$ cat src/rtl/bio_pkg.sv
// Shared types, widths and codes for the box overlap gate.
package bio_pkg;

	localparam int COORD_BITS = 12;
	localparam int MAX_REFS   = 16;
	localparam int CNT_W      = $clog2(MAX_REFS + 1);
	localparam int THR_W      = 9;
	localparam logic [THR_W-1:0] THR_RESET = THR_W'(77);

	// area of a box is the product of its x and y edge differences
	localparam int DIFF_W  = COORD_BITS + 1;
	localparam int AREA_W  = 2 * DIFF_W;
	localparam int SUM_W   = AREA_W + 1;
	localparam int UNI_W   = SUM_W + 1;
	localparam int INTER_W = 2 * COORD_BITS;
	localparam int LHS_W   = INTER_W + THR_W + 1;
	localparam int RHS_W   = SUM_W + THR_W + 1;

	// run counter load value that lets the chain settle after the head token is loaded
	localparam int RUN_LAST = MAX_REFS + 4;
	localparam int RUN_W    = $clog2(RUN_LAST + 1);

	localparam int S_TDATA_W = ((4 * COORD_BITS + 7) / 8) * 8;
	localparam int M_TDATA_W = ((CNT_W + 2 + 7) / 8) * 8;

	localparam logic [1:0] OP_CLEAR = 2'd0;
	localparam logic [1:0] OP_ADD   = 2'd1;
	localparam logic [1:0] OP_TEST  = 2'd2;

	typedef enum logic [1:0] {
		ST_IDLE,
		ST_AREA,
		ST_RUN,
		ST_DONE
	} state_t;

	typedef struct packed {
		logic signed [COORD_BITS-1:0] yb;
		logic signed [COORD_BITS-1:0] xr;
		logic signed [COORD_BITS-1:0] yt;
		logic signed [COORD_BITS-1:0] xl;
	} box_t;

	// stored reference box with its precomputed area
	typedef struct packed {
		box_t                     box;
		logic signed [AREA_W-1:0] area;
	} ref_t;

	// candidate traveling down the chain; cnt_left counts live cells ahead
	typedef struct packed {
		box_t                     box;
		logic signed [AREA_W-1:0] area;
		logic [CNT_W-1:0]         cnt_left;
	} tok_t;

endpackage

$ cat src/rtl/bio_cell.sv
// One chain cell: holds a reference box and tests the passing candidate against it.
module bio_cell (
	input  logic                        clk,
	input  logic                        arst_n,
	input  logic [bio_pkg::THR_W-1:0]   thr,
	input  logic                        shift_en,
	input  bio_pkg::ref_t               ref_in,
	output bio_pkg::ref_t               ref_out,
	input  bio_pkg::tok_t               tok_in,
	output bio_pkg::tok_t               tok_out,
	input  logic                        hit_in,
	output logic                        hit_out
);

	localparam int C = bio_pkg::COORD_BITS;

	bio_pkg::ref_t ref_q;
	bio_pkg::tok_t tok_q;

	logic signed [C-1:0] ix1, iy1, ix2, iy2;
	logic signed [C:0]   iw, ih;
	logic                empty, active;
	logic signed [bio_pkg::SUM_W-1:0] sum_ab;

	logic [C-1:0]                       iw_s1, ih_s1;
	logic                               empty_s1, active_s1;
	logic signed [bio_pkg::SUM_W-1:0]   sum_s1;

	logic [bio_pkg::INTER_W-1:0]        inter_s2;
	logic                               empty_s2, active_s2;
	logic signed [bio_pkg::SUM_W-1:0]   sum_s2;

	logic [bio_pkg::LHS_W-1:0]          lhs_s3;
	logic signed [bio_pkg::RHS_W-1:0]   rhs_s3;
	logic signed [bio_pkg::UNI_W-1:0]   uni_s3;
	logic                               empty_s3, active_s3;

	logic [bio_pkg::THR_W:0]            thr_plus;
	logic                               hit_s4, hit_q;
	logic                               uni_zero, uni_neg, ratio_ok;

	always_comb begin
		ix1 = (tok_in.box.xl > ref_q.box.xl) ? tok_in.box.xl : ref_q.box.xl;
		iy1 = (tok_in.box.yt > ref_q.box.yt) ? tok_in.box.yt : ref_q.box.yt;
		ix2 = (tok_in.box.xr < ref_q.box.xr) ? tok_in.box.xr : ref_q.box.xr;
		iy2 = (tok_in.box.yb < ref_q.box.yb) ? tok_in.box.yb : ref_q.box.yb;
		iw  = $signed({ix2[C-1], ix2}) - $signed({ix1[C-1], ix1});
		ih  = $signed({iy2[C-1], iy2}) - $signed({iy1[C-1], iy1});
		empty  = iw[C] || (iw == '0) || ih[C] || (ih == '0);
		active = (tok_in.cnt_left != '0);
		sum_ab = $signed({tok_in.area[bio_pkg::AREA_W-1], tok_in.area})
			+ $signed({ref_q.area[bio_pkg::AREA_W-1], ref_q.area});
		thr_plus = {1'b0, thr} + (bio_pkg::THR_W + 1)'(256);
	end

	// stored box shifts toward the tail on every add that finds room in the store
	always_ff @(posedge clk) begin
		if (shift_en) begin
			ref_q <= ref_in;
		end
	end

	always_ff @(posedge clk) begin
		tok_q.box  <= tok_in.box;
		tok_q.area <= tok_in.area;
		tok_q.cnt_left <= active ? (tok_in.cnt_left - 1'b1) : '0;

		iw_s1     <= iw[C-1:0];
		ih_s1     <= ih[C-1:0];
		empty_s1  <= empty;
		active_s1 <= active;
		sum_s1    <= sum_ab;

		inter_s2  <= {{C{1'b0}}, iw_s1} * {{C{1'b0}}, ih_s1};
		empty_s2  <= empty_s1;
		active_s2 <= active_s1;
		sum_s2    <= sum_s1;

		// inter*256 >= thr*(sum-inter)  <=>  inter*(256+thr) >= thr*sum
		lhs_s3    <= bio_pkg::LHS_W'(inter_s2) * bio_pkg::LHS_W'(thr_plus);
		rhs_s3    <= bio_pkg::RHS_W'($signed({1'b0, thr})) * bio_pkg::RHS_W'(sum_s2);
		uni_s3    <= bio_pkg::UNI_W'(sum_s2) - $signed(bio_pkg::UNI_W'(inter_s2));
		empty_s3  <= empty_s2;
		active_s3 <= active_s2;
	end

	always_comb begin
		uni_zero = (uni_s3 == '0);
		uni_neg  = uni_s3[bio_pkg::UNI_W-1];
		ratio_ok = $signed({{(bio_pkg::RHS_W - bio_pkg::LHS_W){1'b0}}, lhs_s3}) >= rhs_s3;
	end

	always_ff @(posedge clk or negedge arst_n) begin
		if (!arst_n) begin
			hit_s4 <= 1'b0;
			hit_q  <= 1'b0;
		end else begin
			hit_s4 <= active_s3 && (empty_s3 ? (thr == '0)
				: (uni_zero || (!uni_neg && ratio_ok)));
			hit_q  <= hit_in || hit_s4;
		end
	end

	assign ref_out = ref_q;
	assign tok_out = tok_q;
	assign hit_out = hit_q;

endmodule

$ cat config.mk
export PLATFORM = sky130hd
export DESIGN_NAME = bio_cell
export DESIGN_NICKNAME = d
export VERILOG_FILES = /design/src/rtl/bio_pkg.sv /design/src/rtl/bio_cell.sv
export SDC_FILE = /design/constraint.sdc
export NUM_CORES = 2
export LEC_CHECK = 0
export BUFFER_PORTS_ARGS = -buffer_cell sky130_fd_sc_hd__clkbuf_2
export CORE_UTILIZATION = 50
export DETAILED_ROUTE_END_ITERATION = 16
export PLACE_DENSITY_LB_ADDON = 0.2
export SYNTH_ARGS = -nofsm -noshare
export SYNTH_HDL_FRONTEND = slang
export SYNTH_SLANG_ARGS = --single-unit
$ cat constraint.sdc
create_clock -name clk -period 6.57 [get_ports clk]
set_input_delay 1.314 -clock clk [delete_from_list [all_inputs] [get_ports clk]]
set_output_delay 1.314 -clock clk [all_outputs]
set_load 0.1 [all_outputs]
==> flow_summary.yaml <==
synth:
  synthFlopType: "dfxtp_1"
  synth_edf_count: 74
  synth_area_mm2: 0.0345
  synth-async-reset-ratio_pct: 0.552
  synth_cell_types: 68
  yosysWarningCount: 0
  synth_compound_area_share_pct: 8.75
  synth_nets: 4622
  synth-simple-area-share_pct: 14.0
  syn_avg_cell_area_um2: 9.54
  synthXorXnorAreaFrac_pct: 3.63
  syn_inst: 3615
  synth_top_family_by_area: "adder cells"
  ys_seq_elements: 362
  ys_seq_area_share_pct: 23.2
  synthMuxAreaShare_pct: 1.53
  synth_fa_ha_area_share_pct: 40.4
clock_tree:
  root_buffer: "clkbuf_16"
  cts.sinks: 362
  cts_hold_buf: 0
  cts_tree: "yes"
  cts-buffers-inserted: 41
  clk_pin_slew_ns: 0.06
  ctsLongestPathBuffers: 3
  cts_setup_buffers: 0
  cts_resized: 0
  htreeDepth: 2
  insertion_delay_ns: 0.61
sta:
  slew_headroom_pct: 40.3
  rsz0062_at_grt: "no"
  final-max-slew-violation-count: 0
  skew_ns: 0.0721
  setup_ws_ns: 0.414
  fin_crit_sh_pct: 93.7
  setup_violations: 0
  layout_min_cycle_time_ns: 6.16
  fmax_mhz: 162
  final-hold-violation-count: 0
  tightestPinTransition_ns: 0.896
floorplanning:
  rows: 95
  core_area_mm2: 0.0678
  io_pins: 320
  start_util_pct: 50.9
  dieArea_mm2: 0.0700
  die_h_um: 265
  die_x_um: 265
critical_path:
  regToRegSetupSlack_ns: 0.63
  cp_max_fo: 7
  arrival_ns: 6.62
  worstRegToRegCells: 19
  r2r_start: "inter_s2[1]$_DFF_P_"
  required_ns: 7.04
  criticalPathCategory: "in -> reg"
  timing.rr.end: "lhs_s3[33]$_DFF_P_"
  worstSetupEndpointType: "flip-flop"
  critical_path.startpoint_type: "primary input"
job:
  max_cap_violations: 0
global_routing:
  antenna_found_initial: 2
  use_met2_pct: 43.4
  grt_max_degree: 67
  use_met1_pct: 33.1
  grtUsageTotal_pct: 25.3
  grt_pass1_vias: 26705
  grt-ovfl-total: 0
  grt_pass1_wl_um: 140000
  use_met3_pct: 4.11
  busiest_layer: "met2"
placement:
  port_buffers: 319
  dp.cells: 4836
  gp_congestion: 0.915
  place_ws_ns: -0.196
  placed_area_mm2: 0.0380
  hpwl_um: 72000
layout:
  area_growth_pct: 14.4
  fin_area_mm2: 0.0394
  nNetsFinal: 5013
  mostFrequentLayoutCells: "inv_1, fa_1, ha_1"
  antennaDiodeCount: 0
  drive_above_1_share_pct: 14.5
  final_common_cell: "inv_1"
  layoutNonFillerInstCount: 4912
  final_util_pct: 58.2
worst_hold_path:
  hold_path_class: "reg -> reg"
  min_to: "sum_s2[23]$_DFF_P_"
  holdPathStages: 0
  min_from: "sum_s1[23]$_DFF_P_"
route:
  drt_drc_violations_left: 0
  dr.pass1.iters: 5
  vias: 25174
  drt-initial-drc-count: 1147
  avgRoutedWirePerCell_um: 17.5
  drtAntennaViolNets: 0
  routed_wl_um: 85900
  avgViaCountPerCell: 5.13
run_status:
  status: "completed"
[metal layers]
| metal | vias to the layer above | routed length (um) |
|---|---|---|
| li1 | 12255 | - |
| met1 | 12153 | 38100 |
| met2 | 643 | 40700 |
| met3 | 121 | 4850 |
| met4 | 2 | 2320 |
| met5 | - | 13 |
[stage by stage]
step | hold slack (ns) | setup TNS [ns]
finish | 0.322 | 0
global route | 0.323 | 0
CTS | 0.318 | 0
detailed placement | 0.312 | -0.970
global placement | 0.311 | -0.442
floorplan | 0.310 | 0
[worst max path at each step]
stage / depth (start not counted) / slack [ns] / startpoint / to
after CTS: 21 / 0.43 / thr[2] / lhs_s3[33]$_DFF_P_
after detailed placement: 20 / -0.20 / thr[6] / rhs_s3[36]$_DFF_P_
after global routing: 20 / 0.13 / thr[4] / rhs_s3[35]$_DFF_P_
final: 21 / 0.41 / thr[2] / lhs_s3[33]$_DFF_P_
after floorplan: 23 / 0.01 / thr[1] / lhs_s3[33]$_DFF_P_
after global placement: 20 / -0.14 / thr[4] / rhs_s3[35]$_DFF_P_
[Yosys cell counts, types with 32 or more instances]
cell type | count | area, um2
inv_1 | 649 | 2440
fa_1 | 454 | 9090
ha_1 | 387 | 4840
nand2_1 | 375 | 1410
and2_1 | 305 | 1910
dfxtp_1 | 286 | 5730
clkbuf_1 | 125 | 469
a21oi_1 | 124 | 621
nor2_1 | 110 | 413
o21ai_0 | 109 | 546
xnor2_1 | 105 | 920
edfxtp_1 | 74 | 2220
a21o_1 | 62 | 465
xor2_1 | 38 | 333
nor2b_1 | 32 | 200
[sequential cells by signal, summed over array words and instances, names as in the netlist]
register,cells
tok_out,79
ref_out,74
rhs_s3,37
lhs_s3,34
uni_s3,28
sum_s1,27
sum_s2,27
inter_s2,24
ih_s1,12
iw_s1,12
active_s1,1
active_s2,1
active_s3,1
empty_s1,1
empty_s2,1
empty_s3,1
hit_out,1
hit_s4,1
[worst max-delay path, cell delays in order]
cell and delay [ns]:
clkbuf_2 0.18, buf_4 0.16, nand2_1 0.06, fa_1 0.51
inv_1 0.05, fa_1 0.50, fa_1 0.51, fa_1 0.49
inv_1 0.05, fa_1 0.48, inv_1 0.04, ha_1 0.28
nand4_1 0.16, nor4_1 0.08, or2_1 0.24, o31a_1 0.33
o21ai_2 0.18, a21boi_1 0.13, a311o_1 0.40, a2111o_1 0.38
o211ai_1 0.09
[final cells by class]
type,count,area (um2)
Clock buffer,46,1070
Fill cell,6018,28300
Inverter,649,2440
Sequential cell,362,8000
Tap cell,873,1090
Multi-Input combinational cell,2475,23600
Timing Repair Buffer,477,2920
Clock inverter,30,344
[logic make-up after synthesis]
group | after synthesis
AND/OR/NAND/NOR | 972
adder cells (fa/ha/maj) | 841
buffers and inverters | 778
AO/OA/AOI/OAI | 469
flip-flops | 362
XOR/XNOR | 143
multiplexers | 50
Power is left out: the tool's default activity adds up to more than one toggle a clock period on the data nets, which glitch-free logic cannot reach.
